**config.mk**
```make
export PLATFORM = sky130hd
export DESIGN_NAME = afld_queue
export DESIGN_NICKNAME = d
export VERILOG_FILES = /design/src/hdl/afld_pkg.sv /design/src/hdl/afld_queue.sv
export SDC_FILE = /design/constraint.sdc
export NUM_CORES = 1
export LEC_CHECK = 0
export BUFFER_PORTS_ARGS = -buffer_cell sky130_fd_sc_hd__buf_4
export CAP_MARGIN = 20
export CORE_ASPECT_RATIO = 1.1
export CORE_MARGIN = 5
export CORE_UTILIZATION = 40
export DETAILED_ROUTE_END_ITERATION = 10
export HOLD_SLACK_MARGIN = 0.1
export PLACE_DENSITY = 0.63
export SLEW_MARGIN = 40
export SYNTH_ARGS = -nofsm -noshare
export SYNTH_HDL_FRONTEND = slang
export SYNTH_SLANG_ARGS = --single-unit
export TNS_END_PERCENT = 50
```
**constraint.sdc**
```tcl
create_clock -name clock -period 2.4 [get_ports clock]
set_input_delay 0.48 -clock clock [delete_from_list [all_inputs] [get_ports clock]]
set_output_delay 0.48 -clock clock [all_outputs]
set_load 0.005 [all_outputs]
```
**src/hdl/afld_pkg.sv**
```systemverilog
// Shared types, constants and the dB threshold table of the frame level meter.
`default_nettype none

package afld_pkg;

   // Accumulator and counter sizes for frames of up to MAX_SAMPLES samples.
   localparam int MAX_SAMPLES = 4096;
   localparam int SUM_W       = 28;
   localparam int CNT_W       = 13;
   localparam int MAG_W       = 17;

   // Threshold search range and arithmetic widths.
   localparam int TOP_STEP    = 96;
   localparam int STEP_W      = 7;
   localparam int THR_W       = 33;
   localparam int FRAC_W      = 16;
   localparam int PROD_W      = CNT_W + THR_W;
   localparam int LEVEL_W     = 8;

   // Depth of the queue between the accumulator and the level search.
   localparam int QUEUE_DEPTH = 2;
   localparam int QPTR_W      = 1;
   localparam int QFILL_W     = 2;

   // One finished frame handed from the front to the back.
   typedef struct packed {
      logic [SUM_W-1:0] abs_sum;
      logic [CNT_W-1:0] sample_count;
   } frame_type;

   typedef logic [THR_W-1:0] thr_tab_type [0:TOP_STEP];

   // Builds 10^(k/20) in Q17.16 from twenty mantissas scaled by 10^12, rounded to nearest.
   function automatic thr_tab_type build_thr_tab();
      thr_tab_type tab;
      logic [63:0] root;
      logic [63:0] num;
      logic [63:0] quo;
      int          r;
      int          q;
      for (int k = 0; k <= TOP_STEP; k++) begin
         r = k % 20;
         q = (k / 20) % 5;
         case (r)
            0:       root = 64'd1000000000000;
            1:       root = 64'd1122018454302;
            2:       root = 64'd1258925411794;
            3:       root = 64'd1412537544623;
            4:       root = 64'd1584893192461;
            5:       root = 64'd1778279410039;
            6:       root = 64'd1995262314969;
            7:       root = 64'd2238721138568;
            8:       root = 64'd2511886431510;
            9:       root = 64'd2818382931264;
            10:      root = 64'd3162277660168;
            11:      root = 64'd3548133892336;
            12:      root = 64'd3981071705535;
            13:      root = 64'd4466835921510;
            14:      root = 64'd5011872336273;
            15:      root = 64'd5623413251903;
            16:      root = 64'd6309573444802;
            17:      root = 64'd7079457843841;
            18:      root = 64'd7943282347243;
            default: root = 64'd8912509381337;
         endcase
         num = root * 64'd65536;
         case (q)
            0:       quo = (num + 64'd500000000000) / 64'd1000000000000;
            1:       quo = (num + 64'd50000000000) / 64'd100000000000;
            2:       quo = (num + 64'd5000000000) / 64'd10000000000;
            3:       quo = (num + 64'd500000000) / 64'd1000000000;
            default: quo = (num + 64'd50000000) / 64'd100000000;
         endcase
         tab[k] = quo[THR_W-1:0];
      end
      return tab;
   endfunction

   localparam thr_tab_type THR_TAB = build_thr_tab();

endpackage

`default_nettype wire

```
**src/hdl/afld_queue.sv**
```systemverilog
// Two-entry queue of finished frame totals between the accumulator and the level search.
`default_nettype none

module afld_queue (
   input  wire                    clock,
   input  wire                    reset,
   input  wire                    push_valid,
   input  afld_pkg::frame_type    push_data,
   output logic                   full,
   input  wire                    pop,
   output afld_pkg::frame_type    pop_data,
   output logic                   empty
);
   import afld_pkg::*;

   frame_type          mem_ff [QUEUE_DEPTH];
   logic [QPTR_W-1:0]  wr_ptr_ff, wr_ptr_in;
   logic [QPTR_W-1:0]  rd_ptr_ff, rd_ptr_in;
   logic [QFILL_W-1:0] fill_ff, fill_in;
   logic               do_push;
   logic               do_pop;

   assign full     = (fill_ff == QFILL_W'(QUEUE_DEPTH));
   assign empty    = (fill_ff == '0);
   assign do_push  = push_valid && !full;
   assign do_pop   = pop && !empty;
   assign pop_data = mem_ff[rd_ptr_ff];

   // Pointer and fill bookkeeping.
   always_comb begin
      wr_ptr_in = do_push ? wr_ptr_ff + QPTR_W'(1) : wr_ptr_ff;
      rd_ptr_in = do_pop  ? rd_ptr_ff + QPTR_W'(1) : rd_ptr_ff;
      fill_in   = fill_ff;
      if (do_push && !do_pop) begin
         fill_in = fill_ff + QFILL_W'(1);
      end else if (do_pop && !do_push) begin
         fill_in = fill_ff - QFILL_W'(1);
      end
   end

   always_ff @(posedge clock) begin
      if (reset) begin
         wr_ptr_ff <= '0;
         rd_ptr_ff <= '0;
         fill_ff   <= '0;
      end else begin
         wr_ptr_ff <= wr_ptr_in;
         rd_ptr_ff <= rd_ptr_in;
         fill_ff   <= fill_in;
      end
   end

   // Entry storage.
   always_ff @(posedge clock) begin
      if (do_push) begin
         mem_ff[wr_ptr_ff] <= push_data;
      end
   end

endmodule

`default_nettype wire

```
# Word level (Yosys, flattened, before mapping)
# Memories as Yosys holds them, arrays and structs flattened. A register that Yosys moved wholly into a read port is not among the register bits.
# Index checks and enable logic that the tools add are counted.
# Widths: inputs -> output; s select.
[word_totals]
register_bits = 4
mem_bits_rw = 82
word_cells = 25
n_memories = 1
[classes]
n_addsub = 4
n_eq_ne = 1
mux = 6
reduce_logical = 10
[memory_table]
columns = ["name", "words", "word_bits", "read_ports", "rd_ports_with_merged_regs", "wr", "line", "rtl"]
rows = [
  ["mem_ff", 2, 41, 1, 1, 1, "afld_queue.sv:16", "frame_type mem_ff [QUEUE_DEPTH];"],
]
[op_table]
columns = ["op", "count"]
rows = [
  ["$logic_and 1x1->1", 4],
  ["$logic_not 1->1", 4],
  ["$mux 1", 4],
  ["$mux 2", 2],
  ["$add 1x1->1 const B", 2],
  ["$add 2x1->2 const B", 1],
  ["$eq 2x2->1 const B", 1],
  ["$logic_not 2->1", 1],
  ["$reduce_bool 2->1", 1],
  ["$sub 2x1->2 const B", 1],
]

# Depth between registers and ports, before layout
# Gate-level depths: netlist of run 1.
[logic_depth]
word_depth = 7
ltp_mapped = 6

# Worst setup path after synthesis of run 1
# No wires, ideal clock.
[synth_path]
path_kind = "input to register"
startpoint = "input push_valid"
endpoint = "memory mem_ff[0][0] (netlist name) (enable)"
setup_time_ns = 0.395
t_arrival_ns = 1.693
required_time_ns = 2.005
setup_slack_ns = 0.312
stages = 3
path_cell_list = "inv_1 or3_1 inv_1"
[synth_via]
elab_chain_cells = 3
[synth_rtl]
columns = ["item", "line", "rtl"]
rows = [
  ["from (decl)", "afld_queue.sv:7", "input wire push_valid,"],
  ["$logic_and 1x1->1", "afld_queue.sv:25", "assign do_push = push_valid && !full;"],
  ["$mux 1", "afld_queue.sv:55", "if (do_push) begin"],
  ["$mux 1 (not written as such)", "afld_queue.sv:56", "mem_ff[wr_ptr_ff] <= push_data;"],
  ["to (decl)", "afld_queue.sv:16", ""],
]
# Every way passes these cells.

==> metrics.md, run 1 <==
| Metric | Value |
|---|---|
| Cts bufs inserted | 9 |
| R2R setup slack | 790 ps |
| Antenna Violating Nets Remaining | 0 |
| Initial Utilization | 0.405 |
| DR pass1 iterations | 4 |
| Reg2reg path depth | 4 |
| IO Port Bufs | 87 |
| Final Hold Fails | 0 |
| TritonCTS clock tree | built |
| Crit start category | flip-flop |
| Root Buffer | clkbuf_8 |
| Synth Area in Adders | 0.00395 |
| WL final | 5560 um |
| Diodes inserted | 0 |
| Min-Delay Path Class | in -> reg |
| Post-synth EDFFs | 82 |
| Initial antenna violation count | 0 |
| CP Class | reg -> out |
| DRC viols | 0 |
| P_leak | 1.56 nW |
| Register area share after synthesis | 0.809 |
| Clock Sinks | 87 |
| RSZ-0062 raised after global routing | false |
| Sum Neg Setup Slack | 0 ps |
| Endpoints failing setup | 0 |
| Max-cap violations | 0 |
| Hold EP | mem_ff[0][8] |
| Worst VDD drop | 461 uV |
| Die Height | 103 um |
| Fin area | 4200 um^2 |
| Total core area | 7830 um^2 |
| First-pass GRT wire length | 8440 um |
| Status | finished clean |
| Worst R2R Start | fill_ff[0] |
| FF+latch count, synth | 87 |
| Clock Tree Buf Depth | 2 |
| Req. time, crit path | 1920 ps |
| Largest family of logic cells by synthesized area | multiplexers |
| Yosys warns | 0 |
| Top fanout value on the critical path | 28 |
| Final period utilization | 0.847 |
| Post-synthesis cell area | 3170 um^2 |
| Post-synth net total | 199 |
| Clock Latency Late Sink | 340 ps |
| Full die area | 9800 um^2 |
| Synth Instances | 153 |
| Vias per cell | 4.52 |
| R2R Path End | mem_ff[0][40] |
| Crit path arrival time | 1550 ps |
| Dpl hpwl | 3760 um |
| Vias | 1647 |
| Main synth FF type | edfxtp_1 |
| Cts hold-fix bufs | 0 |
| Worst Tran Pin Value | 387 ps |
| Critical Path End Type | output port |
| Rel. slew slack | 0.742 |
| Synth Area in Compound Gates | 0.00790 |
| Setup Fix Bufs, Post-CTS | 0 |
| Cell Area, Placed | 3980 um^2 |
| Cts repair resizes | 0 |
| Grt ovf | 0 |
| Initial DRC count | 51 |
| Fin crit period | 2030 ps |
| Hold Crit Depth | 1 |
| FP Rows | 34 |
| Largest net degree at the start of global routing | 30 |
| Slew Viols, Final | 0 |
| Vias in the first global route | 1718 |
| Layout area overhead | 32.7% |
| Pwr per Cell Area | 990 nW/um^2 |
| H-tree levels | 3 |
| Die Wd | 94.8 um |
| Mux share of post-synthesis cell area | 0.146 |
| Synth cell types | 14 |
| Average wire per standard cell | 15.3 um |
| XOR/XNOR share of the synthesized area | 0.00830 |
| Share of layout cells above drive strength 1 | 0.578 |
| I/O pins | 88 |
| Max Fclk | 492 MHz |
| GRT Total Usage | 0.119 |
| Nets | 297 |
| Worst Hold Launch | push_data[8] |
| Clock Skew | 6.69 ps |
| Post-synth ARST share | 0 |
| Post-synthesis simple-gate area fraction | 0.0146 |
| Avg Cell Area, Syn | 20.7 um^2 |
| Final Wtd Congestion | 0.678 |
| Clk slew on worst S/H paths | 90 ps |
==> cells in the mapped netlist, types with 2 or more instances <==
cell      number  area share
o21ai_0        3      0.0047
buf_2          5      0.0079
or3_1          2      0.0040
a21oi_1        2      0.0032
dfxtp_1        5       0.032
mux2_1         3       0.011
mux2_2        38        0.14
xor2_1         3      0.0083
inv_1          2      0.0024
edfxtp_1      82        0.78
nor2_1         5      0.0059
==> cell families after synthesis <==
family	count (synthesis)
compound gates	5
xor+xnor	3
fa+ha+maj	1
buf+inv	7
flops	87
mux	41
simple gates	9
==> state kept, by name, summed over array words and instances (netlist names), named ones only <==
name,cells
wr_ptr_ff,1
mem_ff,82
rd_ptr_ff,1
fill_ff,2
==> area by class of cell <==
class | count | area [um^2]
Fill cell | 670 | 3620
Sequential cell | 87 | 2560
Timing Repair Buffer | 92 | 703
Multi-Input combinational cell | 59 | 573
Tap cell | 108 | 135
Clock buffer | 10 | 128
Clock inverter | 6 | 92.6
Inverter | 2 | 7.51
==> per-layer routing <==
layer	GRT usage	vias to the layer above	wire, um	part of all wire
met1	0.153	795	2410	0.43
met5	0	-	0	0
met4	0.0599	0	65	0.012
met3	0.0441	7	422	0.076
li1	-	791	-	-
met2	0.178	54	2660	0.48
==> per-stage QoR <==
step                setup slack, ps  utilization  total power [mW]  hold WS, ps  instances
finish                          368        0.537              4.16          316        364
global route                    284        0.537              4.40          277        364
CTS                             337        0.537              4.22          295        364
detailed placement              640        0.509              3.14          500        348
global placement                636        0.509              3.13          472        348
floorplan                       312            -              2.56          452        153
==> critical path, stage by stage, from the launching register on <==
cell and delay (ps):
dfxtp_2 330, buf_4 340, mux2_2 400, buf_4 140
==> layout by cell type (no fill, tap or decap), drive strengths merged <==
cell type / Yosys / layout
xor2: 3 / 3
and2: 1 / 1
edfxtp: 82 / 82
clkinv: 0 / 2
a21oi: 2 / 2
inv: 2 / 2
nor2: 5 / 5
or3: 2 / 2
nor2b: 1 / 1
clkinvlp: 0 / 2
bufinv: 0 / 2
clkbuf: 0 / 10
dfxtp: 5 / 5
o21ai: 3 / 3
ha: 1 / 1
buf: 5 / 92
mux2: 41 / 41
==> worst max-delay path by stage <==
stage	slack, ps	cells after the start	end
after floorplan	310	3	mem_ff[0][0]
after global placement	640	5	mem_ff[0][29]
after detailed placement	640	5	mem_ff[0][24]
after CTS	340	3	pop_data[1]
after global routing	280	3	pop_data[1]
final	370	3	pop_data[38]
==> power breakdown <==
part | internal, mW | switching (mW)
combinational | 0.631 | 0.481
sequential | 1.91 | 0.0562
clock | 0.592 | 0.495
total | 3.13 | 1.03
Note: power is estimated with default switching activity, not from simulation.
==> run 2: changes to the inputs <==
--- a/config.mk
+++ b/config.mk
@@ -12,7 +12,7 @@
 export CORE_UTILIZATION = 40
 export DETAILED_ROUTE_END_ITERATION = 10
 export HOLD_SLACK_MARGIN = 0.1
-export PLACE_DENSITY = 0.63
+export PLACE_DENSITY = 0.65
 export SLEW_MARGIN = 40
 export SYNTH_ARGS = -nofsm -noshare
 export SYNTH_HDL_FRONTEND = slang
==> constraint.sdc (replaced) <==
create_clock -name clock -period 1.8 [get_ports clock]
set_input_delay 0.36 -clock clock [delete_from_list [all_inputs] [get_ports clock]]
set_output_delay 0.36 -clock clock [all_outputs]
set_load 0.005 [all_outputs]
==> run 2 against run 1 <==
  * Hold slack worse by 120 ps
  * Die area unchanged
  * Cell count up 0.55%
  * Clock power up 7%
  * Combinational power up 47%
  * Core utilization up 0.86 points
  * Sequential power up 35%
  * Power up 31%
  * Clock skew up 5.6 ps
  * Routed wire length up 3.4%
  * Register-to-register slack worse by 530 ps
  * First-iteration DRC count up 3.9%
==> metrics.md, run 2 (synthesis gave the netlist of run 1 again) <==
| Metric | Value |
|---|---|
| Status | finished clean |
| Rel. slew slack | 0.800 |
| Initial DRC count | 53 |
| Grt ovf | 0 |
| Slowest stage delay, CP | 410 ps |
| Largest net degree at the start of global routing | 24 |
| Share of layout cells above drive strength 1 | 0.585 |
| Sum Neg Setup Slack | 0 ps |
| Pwr per Cell Area | 1270 nW/um^2 |
| Total core area | 7830 um^2 |
| Max Fclk | 569 MHz |
| Layout Cells excl Fill | 366 |
| Fin crit period | 1760 ps |
| Min-Delay Path Class | in -> reg |
| Full die area | 9800 um^2 |
| Req. time, crit path | 1440 ps |
| Clock Tree Buf Depth | 2 |
| Final Wtd Congestion | 0.685 |
| Largest register FFs | 82 |
| Slowest cell on crit path | dfxtp_4 |
| Vias | 1668 |
| Layout area overhead | 34.8% |
| Vias in the first global route | 1786 |
| Final period utilization | 0.976 |
| Hold Crit Depth | 1 |
| Worst Tran Pin Value | 296 ps |
| Final Hold Fails | 0 |
| Critical path cell sequence | buf_12 > mux2_2 > buf_4 |
| Logic pwr share | 0.300 |
| CP Class | reg -> out |
| I/O pins | 88 |
| Cts bufs inserted | 9 |
| Top fanout value on the critical path | 18 |
| Initial Utilization | 0.405 |
| Die Wd | 94.8 um |
| Nets | 299 |
| GRT Total Usage | 0.122 |
| Power Total | 5.44 mW |
| Number of fill cells | 664 |
| First-pass GRT wire length | 8790 um |
| FP Rows | 34 |
| Inst Count DP | 349 |
| Setup Fix Bufs, Post-CTS | 0 |
| Crit start category | flip-flop |
| Slew Viols, Final | 0 |
| Switching Fraction | 0.260 |
| RSZ-0062 raised after global routing | true |
| Clk slew on worst S/H paths | 90 ps |
| H-tree levels | 3 |
| TritonCTS clock tree | built |
| Max-cap violations | 0 |
| Clock Latency Late Sink | 340 ps |
| Initial antenna violation count | 0 |
| IO Port Bufs | 87 |
| Seq pwr share | 0.486 |
| Dpl hpwl | 3850 um |
| Endpoints failing setup | 0 |
| Reg2reg path depth | 5 |
| Clock Skew | 12.3 ps |
| DRC viols | 0 |
| DR pass1 iterations | 4 |
| P_sw | 1.42 mW |
| Top Registers | mem_ff (82), fill_ff (2) |
| Cts hold-fix bufs | 0 |
| P_leak | 1.58 nW |
| Die Height | 103 um |
| Top reg by flops | mem_ff |
| Critical Path End Type | output port |
| Average wire per standard cell | 15.7 um |
| Commonest non-fill, non-tap cell in the layout | buf_4 |
| Diodes inserted | 0 |
| Clk network pwr share | 0.214 |
| Worst VDD drop | 595 uV |
| Most frequent cells in the layout | buf_4 (87), edfxtp_1 (82), mux2_2 (35), clkbuf_8 (9), buf_12 (6) |
| Root Buffer | clkbuf_8 |
| Clock Sinks | 87 |
| WL final | 5750 um |
| WHS | 195 ps |
| Antenna Violating Nets Remaining | 0 |
| Crit path arrival time | 1400 ps |
| Core Util, Final | 0.546 |
| Cell internal pwr | 4.03 mW |
| Vias per cell | 4.56 |
run 2: changes by cell type in the layout (fill, tap and decap cells not counted), sizes merged:
| cell | before | now |
|---|---|---|
| bufinv | 2 | 0 |
| clkinvlp | 2 | 4 |
| buf | 92 | 93 |
| inv | 2 | 3 |
run 2: layer usage:
layer / part of all wire / vias up / GRT usage
met1: 0.41 / 815 / 0.148
met2: 0.51 / 50 / 0.205
met3: 0.059 / 11 / 0.0275
met4: 0.020 / 0 / 0.0633
li1: - / 792 / -
met5: 0 / - / 0
run 2: final cells by class:
class,count,area (um^2),area share
inverter,2,11.3,0.00264
multi-input combinational,59,588,0.138
sequential,87,2570,0.601
timing repair buffer,94,798,0.187
tap,108,135,0.0316
clock buffer,9,124,0.0290
clock inverter,7,47.5,0.0111
run 2: through the flow:
stage,setup WS (ps),instance area (um^2)
after global placement,293,4040
final,42.9,4270
after floorplan,-216,3170
after detailed placement,265,4040
after global routing,-24.1,4270
after CTS,14.3,4220
run 2: power by group through the flow:
stage	logic (mW)	registers (mW)	clock network (mW)
after detailed placement	1.58	2.68	0
after floorplan	0.769	2.65	0
after global routing	1.79	2.68	1.30
final	1.63	2.65	1.17
after global placement	1.58	2.66	0
after CTS	1.60	2.63	1.21
run 2: path summary, 6_finish.rpt:
kind / start / endpoint / slack, ps
min reg2reg: wr_ptr_ff / wr_ptr_ff / 490
min: push_data[4] / mem_ff[1][4] / 200
max: flip-flop / pop_data[24] / 40
max reg2reg: fill_ff[1] / fill_ff[1] / 260
run 2: repair_timing:
action | 4_1_cts | 5_1_grt
pin swaps | 0 | 0
endpoints found under the hold margin | 0 | 0
endpoints found under the setup margin | 18 | 24
gates resized for setup | 1 | 7
gates cloned | 0 | 1
run 2: critical path, delay by kind of cell (launching register included):
| kind | cells | cell delay [ps] |
|---|---|---|
| muxes | 1 | 350 |
| buffers and inverters | 2 | 310 |
| DFF | 1 | 410 |
==> run 3: changes to the inputs <==
--- a/config.mk
+++ b/config.mk
@@ -5,12 +5,14 @@
 export SDC_FILE = /design/constraint.sdc
 export NUM_CORES = 1
 export LEC_CHECK = 0
+export ABC_AREA = 1
 export BUFFER_PORTS_ARGS = -buffer_cell sky130_fd_sc_hd__buf_4
 export CAP_MARGIN = 20
 export CORE_ASPECT_RATIO = 1.1
 export CORE_MARGIN = 5
 export CORE_UTILIZATION = 40
 export DETAILED_ROUTE_END_ITERATION = 10
+export GPL_ROUTABILITY_DRIVEN = 0
 export HOLD_SLACK_MARGIN = 0.1
 export PLACE_DENSITY = 0.65
 export SLEW_MARGIN = 40
==> run 3 against run 2 <==
  * Die area rose by 7.1%
  * Sequential share of layout area fell by 3.7 points
  * Routed wire length rose by 2.9%
  * Critical endpoint is now pop_data[38]
  * Largest cell class unchanged
  * Maximum frequency fell by 0.13%
  * Highest routed layer unchanged
  * Hold slack improved by 2.6 ps
  * Via count rose by 2.5%
  * Global-route usage fell by 0.71 points
  * Synthesized cell count rose by 7.8%
==> metrics.md, run 3 <==
| Metric | Value |
|---|---|
| Top fanout value on the critical path | 9 |
| WL final | 5910 um |
| Clock Sinks | 87 |
| Sum Neg Setup Slack | 0 ps |
| Number of fill cells | 689 |
| Register area share after synthesis | 0.750 |
| Post-synthesis cell area | 3420 um^2 |
| Post-synth net total | 211 |
| Synth cell types | 18 |
| IO Port Bufs | 87 |
| Grt ovf | 0 |
| Die Wd | 98.1 um |
| Vias | 1710 |
| Vias in the first global route | 1890 |
| Vias per cell | 4.49 |
| P_leak | 1.79 nW |
| Status | finished clean |
| DRC viols | 0 |
| Synth Instances | 165 |
| CP delay by family, top | flip-flops |
| Critical Path End Type | output port |
| Most frequent cell after synthesis | edfxtp_1 |
| TritonCTS clock tree | built |
| Power Total | 5.75 mW |
| Pwr per Cell Area | 1260 nW/um^2 |
| DR pass1 iterations | 4 |
| Top cell type's share of synthesized area | 0.720 |
| Initial antenna violation count | 0 |
| Worst VDD drop | 606 uV |
| Clock Latency Late Sink | 340 ps |
| Area of the multi-input gates | 757 um^2 |
| Post-synth EDFFs | 82 |
| Setup Fix Bufs, Post-CTS | 0 |
| Full die area | 10500 um^2 |
| Slew Viols, Final | 0 |
| H-tree levels | 3 |
| Worst Tran Pin Value | 349 ps |
| Nets | 312 |
| Post-synth ARST share | 0 |
| Crit path arrival time | 1400 ps |
| Cts bufs inserted | 9 |
| Buf/Inv on CP | 2 |
| Rel. slew slack | 0.767 |
| Largest cells by area after synthesis | edfxtp_1 (72%), mux2_4 (18%), dfxtp_1 (2.9%), buf_12 (2.3%), nor2_1 (0.99%) |
| Top reg by flops | mem_ff |
| Min-Delay Path Class | in -> reg |
| Clk slew on worst S/H paths | 80 ps |
| Req. time, crit path | 1440 ps |
| Max Fclk | 568 MHz |
| Leading area contributor after synthesis | edfxtp_1 |
| Total core area | 8360 um^2 |
| Share of layout cells above drive strength 1 | 0.578 |
| Die Height | 107 um |
| Clock Tree Buf Depth | 2 |
| Place WS | 222 ps |
| FF+latch count, synth | 87 |
| Max-cap violations | 0 |
| Dpl hpwl | 3920 um |
| Diodes inserted | 0 |
| Final WS setup | 40.6 ps |
| Largest net degree at the start of global routing | 26 |
| Endpoints failing setup | 0 |
| Most frequent cells in the layout | edfxtp_1 (82), buf_4 (64), mux2_4 (41), buf_6 (27), clkbuf_8 (9) |
| Layout area overhead | 33.2% |
| FP Rows | 35 |
| Initial DRC count | 65 |
| First-pass GRT wire length | 9210 um |
| Inst Count DP | 364 |
| Average wire per standard cell | 15.5 um |
| Reg area | 2570 um^2 |
| Fin crit period | 1760 ps |
| Top Registers | mem_ff (82), fill_ff (2) |
| Avg Cell Area, Syn | 20.7 um^2 |
| Most instantiated cells after synthesis | edfxtp_1 (82), mux2_4 (40), nor2_1 (9) |
| Yosys warns | 0 |
| Initial Utilization | 0.409 |
| Crit start category | flip-flop |
| Slowest cell on crit path | dfxtp_4 |
| GRT Total Usage | 0.115 |
| Clock Skew | 8.48 ps |
| Root Buffer | clkbuf_8 |
| CP Class | reg -> out |
| Final Hold Fails | 0 |
| Fin area | 4550 um^2 |
| RSZ-0062 raised after global routing | true |
| Antenna Violating Nets Remaining | 0 |
| Cell Area, Placed | 4210 um^2 |
| Layout Cells excl Fill | 381 |
| Cts hold-fix bufs | 0 |
| Main synth FF type | edfxtp_1 |
| WHS | 198 ps |
| Commonest non-fill, non-tap cell in the layout | edfxtp_1 |
| I/O pins | 88 |
| Core Util, Final | 0.544 |
| Slowest stage delay, CP | 430 ps |
| Final period utilization | 0.977 |
| Critical path cell sequence | clkbuf_16 > mux2_4 > buf_6 |
| Largest register FFs | 82 |
-- run 3: cell count changes after synthesis, moves of 2 or more --
cell / change
mux2_4: +40
mux2_2: -37
inv_1: +6
buf_2: -5
buf_12: +4
nor2_1: +4
mux2_1: -3
nand2_1: +3
xor2_1: -3
o21ai_2: +2
or3_1: -2
-- run 3: area by class of cell --
class,count,area share
flip-flops and latches,87,0.564
multi-input cells,64,0.166
inverters,9,0.00742
well taps,111,0.0305
clock buffers,11,0.0289
repair buffers,95,0.193
clock inverters,4,0.0104
-- run 3: routing by layer --
layer / wire, um / track usage
met1: 2290 / 0.127
met2: 3150 / 0.202
met3: 374 / 0.0436
met4: 91 / 0.0410
met5: 0 / 0
-- run 3: final timing paths --
path	endpoint	slack [ps]	cells after the start	from
worst min register to register	wr_ptr_ff	550	2	wr_ptr_ff
worst min-delay path	mem_ff[1][8]	200	1	push_data[8]
worst max-delay path	pop_data[38]	40	3	flip-flop
worst max register to register	fill_ff[1]	260	9	fill_ff[1]
-- run 3: repair_timing --
action / CTS / global route
hold endpoints to repair: 0 / 0
setup endpoints to repair: 1 / 20
cloned: 1 / 1
gates resized for setup: 12 / 19
-- run 3: cells by family (layout without fill, tap and decap cells) --
logic type | after synthesis | count (layout) | share of synthesized area
DFF | 87 | 87 | 0.750
muxes | 41 | 41 | 0.179
and+or+nand+nor | 16 | 16 | 0.0201
buffers and inverters | 14 | 119 | 0.0366
AOI/OAI and AO/OA | 6 | 6 | 0.0110
adders and majority gates | 1 | 1 | 0.00366
-- run 3: power breakdown --
group / total [mW] / switching (mW) / internal [mW]
Sequential: 2.68 / 0.120 / 2.56
Combinational: 1.82 / 0.706 / 1.11
Clock: 1.25 / 0.621 / 0.631
Total: 5.75 / 1.45 / 4.30
