$ cat config.mk
export PLATFORM = sky130hd
export DESIGN_NAME = afld_front
export DESIGN_NICKNAME = d
export VERILOG_FILES = /design/src/hdl/afld_pkg.sv /design/src/hdl/afld_front.sv
export SDC_FILE = /design/constraint.sdc
export NUM_CORES = 1
export LEC_CHECK = 0
export ABC_AREA = 0
export CAP_MARGIN = 10
export CELL_PAD_IN_SITES_DETAIL_PLACEMENT = 0
export CELL_PAD_IN_SITES_GLOBAL_PLACEMENT = 1
export CORE_MARGIN = 1.5
export CORE_UTILIZATION = 35
export DETAILED_ROUTE_END_ITERATION = 10
export DONT_BUFFER_PORTS = 1
export PLACE_DENSITY = 0.74
export RECOVER_POWER = 50
export SETUP_SLACK_MARGIN = 0.3
export SLEW_MARGIN = 20
export SYNTH_ARGS = -nofsm -noshare
export SYNTH_HDL_FRONTEND = slang
export SYNTH_SLANG_ARGS = --single-unit
export TNS_END_PERCENT = 1
$ cat constraint.sdc
create_clock -name clock -period 5.2 [get_ports clock]
set_input_delay 1.04 -clock clock [delete_from_list [all_inputs] [get_ports clock]]
set_output_delay 1.04 -clock clock [all_outputs]
set_load 0.01 [all_outputs]
$ cat src/hdl/afld_pkg.sv
// Shared types, constants and the dB threshold table of the frame level meter.
`default_nettype none

package afld_pkg;

   // Accumulator and counter sizes for frames of up to MAX_SAMPLES samples.
   localparam int MAX_SAMPLES = 4096;
   localparam int SUM_W       = 28;
   localparam int CNT_W       = 13;
   localparam int MAG_W       = 17;

   // Threshold search range and arithmetic widths.
   localparam int TOP_STEP    = 96;
   localparam int STEP_W      = 7;
   localparam int THR_W       = 33;
   localparam int FRAC_W      = 16;
   localparam int PROD_W      = CNT_W + THR_W;
   localparam int LEVEL_W     = 8;

   // Depth of the queue between the accumulator and the level search.
   localparam int QUEUE_DEPTH = 2;
   localparam int QPTR_W      = 1;
   localparam int QFILL_W     = 2;

   // One finished frame handed from the front to the back.
   typedef struct packed {
      logic [SUM_W-1:0] abs_sum;
      logic [CNT_W-1:0] sample_count;
   } frame_type;

   typedef logic [THR_W-1:0] thr_tab_type [0:TOP_STEP];

   // Builds 10^(k/20) in Q17.16 from twenty mantissas scaled by 10^12, rounded to nearest.
   function automatic thr_tab_type build_thr_tab();
      thr_tab_type tab;
      logic [63:0] root;
      logic [63:0] num;
      logic [63:0] quo;
      int          r;
      int          q;
      for (int k = 0; k <= TOP_STEP; k++) begin
         r = k % 20;
         q = (k / 20) % 5;
         case (r)
            0:       root = 64'd1000000000000;
            1:       root = 64'd1122018454302;
            2:       root = 64'd1258925411794;
            3:       root = 64'd1412537544623;
            4:       root = 64'd1584893192461;
            5:       root = 64'd1778279410039;
            6:       root = 64'd1995262314969;
            7:       root = 64'd2238721138568;
            8:       root = 64'd2511886431510;
            9:       root = 64'd2818382931264;
            10:      root = 64'd3162277660168;
            11:      root = 64'd3548133892336;
            12:      root = 64'd3981071705535;
            13:      root = 64'd4466835921510;
            14:      root = 64'd5011872336273;
            15:      root = 64'd5623413251903;
            16:      root = 64'd6309573444802;
            17:      root = 64'd7079457843841;
            18:      root = 64'd7943282347243;
            default: root = 64'd8912509381337;
         endcase
         num = root * 64'd65536;
         case (q)
            0:       quo = (num + 64'd500000000000) / 64'd1000000000000;
            1:       quo = (num + 64'd50000000000) / 64'd100000000000;
            2:       quo = (num + 64'd5000000000) / 64'd10000000000;
            3:       quo = (num + 64'd500000000) / 64'd1000000000;
            default: quo = (num + 64'd50000000) / 64'd100000000;
         endcase
         tab[k] = quo[THR_W-1:0];
      end
      return tab;
   endfunction

   localparam thr_tab_type THR_TAB = build_thr_tab();

endpackage

`default_nettype wire

$ cat src/hdl/afld_front.sv
// Sample accumulator: sums absolute sample values and counts them per frame.
`default_nettype none

module afld_front (
   input  wire                    clock,
   input  wire                    reset,
   input  wire                    req_tvalid,
   output logic                   req_tready,
   input  wire  [15:0]            req_tdata,   // [15:0] sample
   input  wire                    req_tlast,   // last_sample
   input  wire                    queue_full,
   output logic                   push_valid,
   output afld_pkg::frame_type    push_data
);
   import afld_pkg::*;

   logic [SUM_W-1:0] sum_ff, sum_in;
   logic [CNT_W-1:0] cnt_ff, cnt_in;
   logic [SUM_W-1:0] sum_next;
   logic [CNT_W-1:0] cnt_next;
   logic [MAG_W-1:0] mag;
   logic             accepted;

   // A transaction is taken whenever the queue has room for a finished frame.
   assign req_tready = !queue_full;
   assign accepted   = req_tvalid && req_tready;

   // Magnitude of the sample; the most negative value maps to 32768.
   always_comb begin
      if (req_tdata[15]) begin
         mag = MAG_W'(17'h10000 - {1'b0, req_tdata});
      end else begin
         mag = {1'b0, req_tdata};
      end
   end

   // Samples beyond the frame limit are neither added nor counted.
   always_comb begin
      if (cnt_ff < CNT_W'(MAX_SAMPLES)) begin
         sum_next = sum_ff + SUM_W'(mag);
         cnt_next = cnt_ff + CNT_W'(1);
      end else begin
         sum_next = sum_ff;
         cnt_next = cnt_ff;
      end
   end

   // The last sample hands the totals to the queue and restarts the frame.
   always_comb begin
      sum_in = sum_ff;
      cnt_in = cnt_ff;
      if (accepted) begin
         if (req_tlast) begin
            sum_in = '0;
            cnt_in = '0;
         end else begin
            sum_in = sum_next;
            cnt_in = cnt_next;
         end
      end
   end

   assign push_valid             = accepted && req_tlast;
   assign push_data.abs_sum      = sum_next;
   assign push_data.sample_count = cnt_next;

   always_ff @(posedge clock) begin
      if (reset) begin
         sum_ff <= '0;
         cnt_ff <= '0;
      end else begin
         sum_ff <= sum_in;
         cnt_ff <= cnt_in;
      end
   end

endmodule

`default_nettype wire

=== Word level (Yosys, flattened, before mapping) ===
Index checks and enable logic that the tools add are counted.

* Register bits after elaboration: 41
* Bits in latches: 0
* RAM bits: 0
* Memory bits (read-only): 0
* Input port bits: 21
* Output and inout bits: 43
* Word-level logic and storage cells: 14
* Memories kept: 0

* $add $sub $neg: 3
* Multipliers: 0
* Div/mod/pow operators: 0
* Order comparisons: 1
* Equality and inequality tests: 0
* Shift operators: 0
* Muxes and demuxes: 5
* Bitwise logic cells: 0
* Reduce and logical (&&, ||, !) cells: 3

{| class="wikitable"
|+ Operators by type and width
! kind !! count
|-
| 2-to-1 mux 28 bit || 2
|-
| adder 28 x 17 -> 28 bit || 1
|-
| 2-to-1 mux 13 bit || 2
|-
| 2-to-1 mux 17 bit || 1
|-
| subtractor 17 x 16 -> 17 bit (first input constant) || 1
|-
| adder 13 x 1 -> 13 bit (second input constant) || 1
|-
| < comparator 13 bit (second input constant) || 1
|-
| logical AND 1 bit || 2
|-
| zero test 1 bit || 1
|}

=== Depth between registers and ports, before layout ===
Gate-level depths: netlist of run 1.

* Depth in word-level cells: 5
* Depth in mapped cells: 15
* Mapped depth without buffers: 14

=== Worst setup path after synthesis of run 1 ===
OpenSTA, ideal clock, no wires.

* Kind: input-to-output
* Start point: input port req_tdata[6]
* End point: output port push_data[34] (netlist name)
* Data arrival time: 4382 ps
* Data required time: 4160 ps
* Path slack: -222 ps
* Cell stages on the path: 13
* Path buffers: 1
* Cell sequence: or4_4 -> or3_1 -> or4_1 -> o21ai_0 -> xnor2_1 -> ha_1 -> a21o_1 -> nor2b_1 -> o21ai_0 -> o31ai_2 -> clkbuf_1 -> nor2_1 -> xor2_1

{| class="wikitable"
|+ RTL lines
! element !! line !! RTL
|-
| start, declared || afld_front.sv:9 || <nowiki>input wire [15:0] req_tdata,</nowiki>
|-
| end, declared || afld_front.sv:13 || <nowiki>output afld_pkg::frame_type push_data</nowiki>
|}

==> impl_metrics.env, run 1 <==
export IMPL_synthFlopType="dfxtp_1"
export IMPL_violations="setup timing"
export IMPL_numCtsBuffers=5
export IMPL_overflow=0
export IMPL_die_h_microns=104
export IMPL_async_flop_share_pct=0
export IMPL_syn_nets=526
export IMPL_drtPass1Iterations=6
export IMPL_area_delta_synth_final_pct=19.8
export IMPL_worst_slack_ps=-236
export IMPL_diodes=0
export IMPL_htreeDepth=2
export IMPL_p_seq_share_pct=41.2
export IMPL_drt_iter0_drc=252
export IMPL_p_clk_share_pct=32.2
export IMPL_cts_root_buffer="clkbuf_8"
export IMPL_status="finished, violations left"
export IMPL_die_area_sq_um=10800
export IMPL_maxCapViolations=0
export IMPL_avgSynthCellArea_sq_um=7.38
export IMPL_antenna_found_initial=0
export IMPL_synth_seq_cells=41
export IMPL_grt_pass1_vias=3408
export IMPL_slowest_delay_ps=520
export IMPL_postCtsSetupBuffers=0
export IMPL_finalSetupViolCount=14
export IMPL_ant_nets=0
export IMPL_slew_viol_final=0
export IMPL_insertion_delay_ps=310
export IMPL_place_gp_congestion=0.865
export IMPL_hpwl_mm=7.80
export IMPL_p_switching_mw=0.259
export IMPL_maxSlewHeadroom_pct=33.6
export IMPL_synth_edf_count=0
export IMPL_crit_path_cell_trace="or4_4 > or3_4 > or4_4 > nand2_2 > xnor2_1 > ha_1 > buf_4 > nand4_1 > a2111o_1 > buf_6 > a21oi_2 > o21ai_1 > xnor2_1 > buf_4"
export IMPL_final_cell_count_no_fill=649
export IMPL_grt_first_pass_wirelength_mm=17.1
export IMPL_crit_fanout=6
export IMPL_arrival_ps=4400
export IMPL_cts_buffer_depth=2
export IMPL_nFillCells=1007
export IMPL_grt_max_degree=39
export IMPL_syn_inst=485
export IMPL_yosysWarnings=0
export IMPL_synth_distinct_cells=60
export IMPL_start_kind="primary input"
export IMPL_tns_ps=-1880
export IMPL_ys_seq_area_share_pct=22.9
export IMPL_layout_nets=556
export IMPL_wl_per_cell_microns=16.2
export IMPL_slowest_stage="or4_4"
export IMPL_tightest_slew_ps=994
export IMPL_period_needed_ps=5440
export IMPL_remaining_drc_errors=0
export IMPL_p_int_mw=0.529
export IMPL_hold_violations=0
export IMPL_drive_above_1_share_pct=18.0
export IMPL_crit_family="simple AND/OR/NAND/NOR gates"
export IMPL_cts_tree="built"
export IMPL_cp_required_ps=4160
export IMPL_avgViaCountPerCell=5.68
export IMPL_max_freq_ghz=0.184
export IMPL_switching_share_pct=32.9
export IMPL_peakVddDrop_mv=0.106
export IMPL_start_util_pct=36.3
export IMPL_num_vias=3685
export IMPL_combPwrFrac_pct=26.6
export IMPL_p_leak_nw=1.74
export IMPL_placement_io_buffers=0
export IMPL_routed_wl_mm=10.5
export IMPL_rsz0062_at_grt="yes"
export IMPL_dp_cells=641
export IMPL_powerDensity_nw_per_um2=184
export IMPL_die_width_microns=104
export IMPL_critPathKind="in -> out"
export IMPL_hp_class="reg -> reg"
export IMPL_cts_sinks=41
export IMPL_synthesis_area_sq_um=3580
export IMPL_fin_skew_ps=8.73
export IMPL_core_sq_um=9860
export IMPL_crit_buf_inv=3
export IMPL_crit_path_end_kind="output port"
export IMPL_period_share_pct=105
export IMPL_clk_pin_slew_ps=80
export IMPL_rows=36
export IMPL_grt_use_total_pct=19.2
export IMPL_pin_count=64
[cells in the mapped netlist (6+ instances only)]
cell       n  area share, %
or3_1     12            2.1
nor2b_1    9            1.6
a31oi_1    7            1.2
or4_1      6            1.3
o21ai_0   34            4.8
a22oi_1   16            3.4
nand2_1   58            6.1
xnor2_1   26            6.4
and3_1     7            1.2
and2_1     8            1.4
o21a_1     6            1.3
nor2_1    45            4.7
o31ai_1    9            1.9
xor2_1    14            3.4
nand3_1   14            2.0
nor3_1    16            2.2
dfxtp_1   41             23
a21oi_1   27            3.8
nand4_1    8            1.4
clkbuf_1  22            2.3
inv_1     13            1.4
ha_1      19            6.6
[layout make-up]
cell class	instances	area, sq um	share of cell area (%)
clock buffer	7	96.3	2.25
inverter	15	56.3	1.31
clock inverter	1	8.76	0.204
timing repair buffer	49	379	8.84
tap	133	166	3.88
multi-input combinational	403	2760	64.4
sequential	41	821	19.1
[tightest hold or removal path: stages, from the launching register on]
cell     delay (ps)
dfxtp_1         330
nand2_1          60
o31ai_1          50
[sequential cells by signal, indices dropped and copies added, names as in the netlist]
signal,flops
cnt_ff,13
sum_ff,28
[power groups by stage]
stage	logic (mW)	clock network, mW	registers (mW)
after floorplan	0.145	0	0.330
after global placement	0.195	0	0.332
after detailed placement	0.198	0	0.332
after CTS	0.201	0.261	0.325
after global routing	0.231	0.274	0.326
final	0.210	0.254	0.325
[routing by layer]
metal	part of all wire, %	up-vias	GRT usage (%)	routed length (microns)
li1	-	1839	-	-
met1	45	1742	24.6	4800
met2	47	87	32.0	4980
met3	5.2	17	4.26	543
met4	2.1	0	5.65	225
met5	0	-	0	0
[final timing paths]
path / startpoint / end / slack (ps) / depth (start not counted)
min: sum_ff[16] / sum_ff[16] / 490 / 2
max: req_tdata[6] / push_data[31] / -240 / 14
max reg2reg: sum_ff[0] / sum_ff[22] / 2390 / 10
min reg2reg: sum_ff[16] / sum_ff[16] / 490 / 2
[layout by cell type, fill, tap and decap left out, drive strengths merged, types with 12 or more instances in the layout]
cell type and n:
xnor2 26, o21ai 34, xor2 14, ha 19
dfxtp 41, a22oi 16, nor3 16, buf 49
a21oi 27, inv 14, nor2 45, or3 12
nand2 58, nand3 14
[what timing repair did]
item / CTS / global route
endpoints found under the setup margin: 16 / 18
pin swaps: 10 / 10
cloned: 0 / 0
gates resized for setup: 10 / 24
hold endpoints to repair: 0 / 0
hold buffers: 0 / 0
[cells by family (layout without fill, tap and decap cells)]
| group | count (synthesis) | count (layout) | share of synthesized area, % |
|---|---|---|---|
| simple gates | 198 | 198 | 27.3 |
| xor+xnor | 40 | 40 | 9.79 |
| other cells | 1 | 1 | 0.105 |
| compound gates | 141 | 141 | 27.5 |
| buf+inv | 41 | 72 | 4.33 |
| mux | 3 | 3 | 0.909 |
| flops | 41 | 41 | 22.9 |
| fa+ha+maj | 20 | 20 | 7.20 |
[through the flow]
stage / hold WS, ps / setup WS [ps] / utilization [%] / instance area (sq um) / power, mW
CTS: 490 / -206 / 42.5 / 4190 / 0.786
finish: 487 / -236 / 43.5 / 4290 / 0.788
global placement: 468 / -289 / 41.0 / 4050 / 0.527
global route: 522 / -338 / 43.5 / 4290 / 0.831
detailed placement: 477 / -377 / 41.0 / 4050 / 0.530
floorplan: 451 / -37.3 / - / 3620 / 0.476
Power figures use the tool's default switching activity.
==> inputs of run 2 (changes only) <==
- MAX_ROUTING_LAYER: default -> met4
==> impl_metrics.env, run 2 (synthesized netlist as in run 1, its figures left out) <==
export IMPL_fin_area_sq_um=4290
export IMPL_period_share_pct=105
export IMPL_ant_nets=0
export IMPL_htreeDepth=2
export IMPL_antenna_found_initial=0
export IMPL_maxSlewHeadroom_pct=32.6
export IMPL_largest_reg_flops=28
export IMPL_fin_skew_ps=8.96
export IMPL_cp_required_ps=4160
export IMPL_crit_path_cell_trace="or4_4 > or3_4 > or4_4 > nand2_2 > xnor2_1 > ha_1 > buf_4 > nand4_1 > a2111o_1 > buf_6 > a21oi_2 > o21ai_1 > xnor2_1 > buf_4"
export IMPL_hp_class="reg -> reg"
export IMPL_p_clk_share_pct=32.0
export IMPL_reg_top3="sum_ff (28), cnt_ff (13)"
export IMPL_period_needed_ps=5440
export IMPL_worst_slack_ps=-241
export IMPL_slowest_stage="or4_4"
export IMPL_critPathKind="in -> out"
export IMPL_peakVddDrop_mv=0.107
export IMPL_start_util_pct=36.3
export IMPL_drt_iter0_drc=274
export IMPL_remaining_drc_errors=0
export IMPL_power_mw=0.787
export IMPL_finalSetupViolCount=14
export IMPL_p_switching_mw=0.258
export IMPL_grt_first_pass_wirelength_mm=17.1
export IMPL_rsz0062_at_grt="yes"
export IMPL_nFillCells=1007
export IMPL_postPlaceCellArea_sq_um=4050
export IMPL_drtPass1Iterations=5
export IMPL_insertion_delay_ps=300
export IMPL_num_vias=3718
export IMPL_area_delta_synth_final_pct=19.8
export IMPL_mostFrequentLayoutCells="nand2_1 (55), buf_4 (46), nor2_1 (45)"
export IMPL_slowest_delay_ps=520
export IMPL_hold_buffers=0
export IMPL_cts_buffer_depth=2
export IMPL_die_h_microns=104
export IMPL_die_width_microns=104
export IMPL_maxCapViolations=0
export IMPL_combPwrFrac_pct=26.7
export IMPL_tightest_slew_ps=1010
export IMPL_grt_pass1_vias=3417
export IMPL_tns_ps=-1890
export IMPL_diodes=0
export IMPL_slew_viol_final=0
export IMPL_avgViaCountPerCell=5.73
export IMPL_start_kind="primary input"
export IMPL_hold_violations=0
export IMPL_clk_pin_slew_ps=80
export IMPL_max_freq_ghz=0.184
export IMPL_switching_share_pct=32.7
export IMPL_hpwl_mm=7.80
export IMPL_crit_fanout=6
export IMPL_cts_root_buffer="clkbuf_8"
export IMPL_cts_tree="built"
export IMPL_crit_path_end_kind="output port"
export IMPL_cts_sinks=41
export IMPL_wl_per_cell_microns=16.2
export IMPL_layout_nets=556
export IMPL_whs_ps=488
export IMPL_drive_above_1_share_pct=18.0
export IMPL_arrival_ps=4400
export IMPL_place_gp_congestion=0.879
export IMPL_numCtsBuffers=5
export IMPL_grt_use_total_pct=19.8
export IMPL_p_leak_nw=1.74
export IMPL_pin_count=64
export IMPL_status="finished, violations left"
export IMPL_placement_io_buffers=0
export IMPL_max_flop_register="sum_ff"
export IMPL_routed_wl_mm=10.5
export IMPL_violations="setup timing"
export IMPL_rows=36
export IMPL_mostFrequentLayoutCell="nand2_1"
export IMPL_powerDensity_nw_per_um2=184
export IMPL_p_seq_share_pct=41.3
export IMPL_core_sq_um=9860
export IMPL_p_int_mw=0.529
export IMPL_grt_max_degree=39
export IMPL_die_area_sq_um=10800
export IMPL_overflow=0
## run 2: through the flow
step           util (%)  instances  worst slack [ps]
2_1_floorplan         -        485             -37.3
3_3_place_gp       41.0        641              -289
3_5_place_dp       41.0        641              -377
4_1_cts            42.5        649              -206
5_1_grt            43.5        649              -338
6_report           43.5        649              -241
## run 2: timing repair
item,4_1_cts,5_1_grt
setup buffers,0,0
endpoints found under the setup margin,16,18
pin swaps,10,10
hold endpoints to repair,0,0
gates resized for setup,10,24
## run 2: cell type report
class | instances | area, sq um | area share, %
Sequential cell | 41 | 821 | 19.1
Clock buffer | 7 | 96.3 | 2.25
Inverter | 15 | 56.3 | 1.31
Multi-Input combinational cell | 403 | 2760 | 64.4
Clock inverter | 1 | 8.76 | 0.204
Timing Repair Buffer | 49 | 379 | 8.84
Tap cell | 133 | 166 | 3.88
## run 2: final timing paths
| check | cells past startpoint | to | slack, ps | start |
|---|---|---|---|---|
| worst max-delay path | 14 | push_data[31] | -240 | req_tdata[6] |
| worst min-delay path | 2 | sum_ff[16] | 490 | sum_ff[16] |
| worst max register to register | 10 | sum_ff[22] | 2380 | sum_ff[0] |
| worst min register to register | 2 | sum_ff[16] | 490 | sum_ff[16] |
## run 2: routing by layer
metal / vias to the layer above / track usage, % / part of all wire (%)
met1: 1744 / 25.0 / 46
li1: 1838 / - / -
met3: 18 / 4.01 / 5.8
met4: 0 / 5.65 / 2.1
met5: - / - / 0
met2: 118 / 31.9 / 47
## run 2: power by group through the flow
stage	combinational, mW	clock (mW)	sequential (mW)
after global routing	0.231	0.274	0.326
final	0.210	0.252	0.325
after CTS	0.201	0.261	0.325
after detailed placement	0.198	0	0.332
after floorplan	0.145	0	0.330
after global placement	0.195	0	0.332
## run 2: critical path: cells and delay by family
family / cells / cell delay, ps
AND/OR/NAND/NOR: 5 / 1580
AO/OA/AOI/OAI: 3 / 660
XOR/XNOR: 2 / 270
adder cells (fa/ha/maj): 1 / 370
buffers and inverters: 3 / 470
==> inputs of run 3 (changes only) <==
- ABC_AREA: 0 -> 1
- PLACE_DENSITY: 0.74 -> 0.77
==> impl_metrics.env, run 3 <==
export IMPL_status="finished, violations left"
export IMPL_violations="capacitance limit, slew limit"
export IMPL_core_sq_um=11000
export IMPL_slowest_stage="ha_1"
export IMPL_synth_top_cell_by_area="nand2_1"
export IMPL_grt_max_degree=44
export IMPL_synth_area_leaders="nand2_1 (24%), dfxtp_1 (21%), inv_1 (10%)"
export IMPL_syn_inst=693
export IMPL_avgSynthCellArea_sq_um=5.76
export IMPL_slowest_delay_ps=320
export IMPL_crit_fanout=4
export IMPL_remaining_drc_errors=0
export IMPL_largest_reg_flops=28
export IMPL_nFillCells=1209
export IMPL_period_needed_ps=4600
export IMPL_crit_buf_inv=3
export IMPL_tns_ps=0
export IMPL_clk_pin_slew_ps=60
export IMPL_synth_edf_count=0
export IMPL_max_flop_register="sum_ff"
export IMPL_start_util_pct=36.3
export IMPL_die_h_microns=110
export IMPL_min_delay_path_depth=2
export IMPL_drt_iter0_drc=125
export IMPL_rr_worst_depth=10
export IMPL_grt_pass1_vias=3837
export IMPL_cts_root_buffer="clkbuf_16"
export IMPL_routed_wl_mm=10.8
export IMPL_diodes=0
export IMPL_async_flop_share_pct=0
export IMPL_arrival_ps=3560
export IMPL_grt_use_total_pct=19.6
export IMPL_place_gp_congestion=0.896
export IMPL_synthesis_area_sq_um=3990
export IMPL_rows=38
export IMPL_numCtsBuffers=5
export IMPL_crit_family="simple AND/OR/NAND/NOR gates"
export IMPL_yosysWarnings=0
export IMPL_synth_distinct_cells=41
export IMPL_wl_per_cell_microns=13.1
export IMPL_slew_viol_final=66
export IMPL_crit_path_end_kind="output port"
export IMPL_synth_seq_cells=41
export IMPL_die_area_sq_um=12000
export IMPL_mostFrequentLayoutCells="nand2_1 (252), inv_1 (113), nand3_1 (52)"
export IMPL_ys_seq_area_share_pct=20.6
export IMPL_num_vias=3943
export IMPL_powerDensity_nw_per_um2=211
export IMPL_cp_required_ps=4160
export IMPL_die_width_microns=110
export IMPL_fin_skew_ps=6.87
export IMPL_drive_above_1_share_pct=8.03
export IMPL_insertion_delay_ps=290
export IMPL_drtPass1Iterations=4
export IMPL_layout_nets=725
export IMPL_crit_top_cell="nand2_1"
export IMPL_synth_most_common_cell="nand2_1"
export IMPL_start_kind="primary input"
export IMPL_reg_top3="sum_ff (28), cnt_ff (13)"
export IMPL_post_place_ws_ps=637
export IMPL_maxSlewHeadroom_pct=-37.0
export IMPL_rsz0062_at_grt="yes"
export IMPL_overflow=0
export IMPL_finalSetupViolCount=0
export IMPL_hp_class="reg -> reg"
export IMPL_synth_top_area_share_pct=23.7
export IMPL_placement_io_buffers=0
export IMPL_grt_first_pass_wirelength_mm=18.1
export IMPL_synthFlopType="dfxtp_1"
export IMPL_max_freq_ghz=0.217
export IMPL_pin_count=64
export IMPL_avgViaCountPerCell=4.78
export IMPL_tightest_slew_ps=2060
export IMPL_syn_nets=734
export IMPL_p_leak_nw=2.03
export IMPL_worst_slack_ps=598
export IMPL_antenna_found_initial=0
export IMPL_period_share_pct=88.5
export IMPL_hold_violations=0
export IMPL_cp_depth=19
export IMPL_critPathKind="in -> out"
export IMPL_area_delta_synth_final_pct=6.24
export IMPL_htreeDepth=2
export IMPL_cts_buffer_depth=2
export IMPL_mostFrequentLayoutCell="nand2_1"
export IMPL_hpwl_mm=8.34
export IMPL_peakVddDrop_mv=0.157
export IMPL_crit_path_cell_trace="nor2_1 > nand2_1 > nor2_1 > nand3_1 > inv_1 > nand3_1 > nand2_1 > o21ai_1 > xor2_1 > ha_1 > nand2_1 > inv_1 > a21oi_1 > nand2_1 > inv_1 > nand2_1 > nand2_1 > nand3_1 > and2_4"
export IMPL_cts_tree="built"
export IMPL_ant_nets=0
export IMPL_maxCapViolations=2
export IMPL_cts_sinks=41
export IMPL_synthTopCellsByCount="nand2_1 (252), inv_1 (111), nand3_1 (52)"
[run 3: cell type report]
type,instances,area [sq um],area share [%]
Multi-Input combinational cell,519,2630,62.0
Sequential cell,41,821,19.4
Inverter,114,428,10.1
Tap cell,140,175,4.13
Clock buffer,5,125,2.95
Clock inverter,3,46.3,1.09
Timing Repair Buffer,3,15.0,0.354
[run 3: repair_timing]
action                     4_1_cts  5_1_grt
setup endpoints to repair        0        2
buffers inserted                 0        1
resized for setup                0        2
hold buffers                     0        0
[run 3: cell families after synthesis]
group           after synthesis  synth area share, %
simple gates                400                 43.7
buf+inv                     133                 13.2
compound gates               72                 10.0
flops                        41                 20.6
xor+xnor                     24                 5.46
fa+ha+maj                    20                 6.46
mux                           2                0.502
other cells                   1               0.0940
[run 3: final timing paths]
kind                start             to  slack (ps)
max          req_tdata[4]  push_data[27]         600
min            sum_ff[22]     sum_ff[22]         480
max reg2reg    cnt_ff[12]     cnt_ff[11]        2230
min reg2reg    sum_ff[22]     sum_ff[22]         480
[run 3: worst register-to-register path: cells and delay by family, from the launching register on]
| kind | cells | cell delay [ps] |
|---|---|---|
| xor gates and xnor gates | 1 | 140 |
| and+or+nand+nor | 5 | 830 |
| buffers and inverters | 3 | 1240 |
| AOI/OAI and AO/OA | 1 | 160 |
| DFF | 1 | 540 |
[run 3: power by group]
group          internal [mW]  switching (mW)  total, mW
sequential             0.319         0.00501      0.324
combinational         0.0623           0.137      0.199
clock                  0.228           0.143      0.370
total                  0.609           0.284      0.894
[run 3: through the flow]
step	util [%]	cells	area, sq um	hold WS [ps]	total power [mW]
3_3_place_gp	37.2	815	4080	462	0.528
4_1_cts	38.7	823	4250	480	0.905
2_1_floorplan	-	693	3990	458	0.490
5_1_grt	38.6	825	4240	496	0.948
6_report	38.6	825	4240	478	0.894
3_5_place_dp	37.2	815	4080	470	0.529
[run 3: metal layers]
metal  share of wire (%)  global-route usage [%]  wire (microns)
met1                  48                    24.3            5150
met2                  48                    33.9            5160
met3                 3.8                    2.79             407
met4                0.77                    3.71              83
met5                   0                       -               0
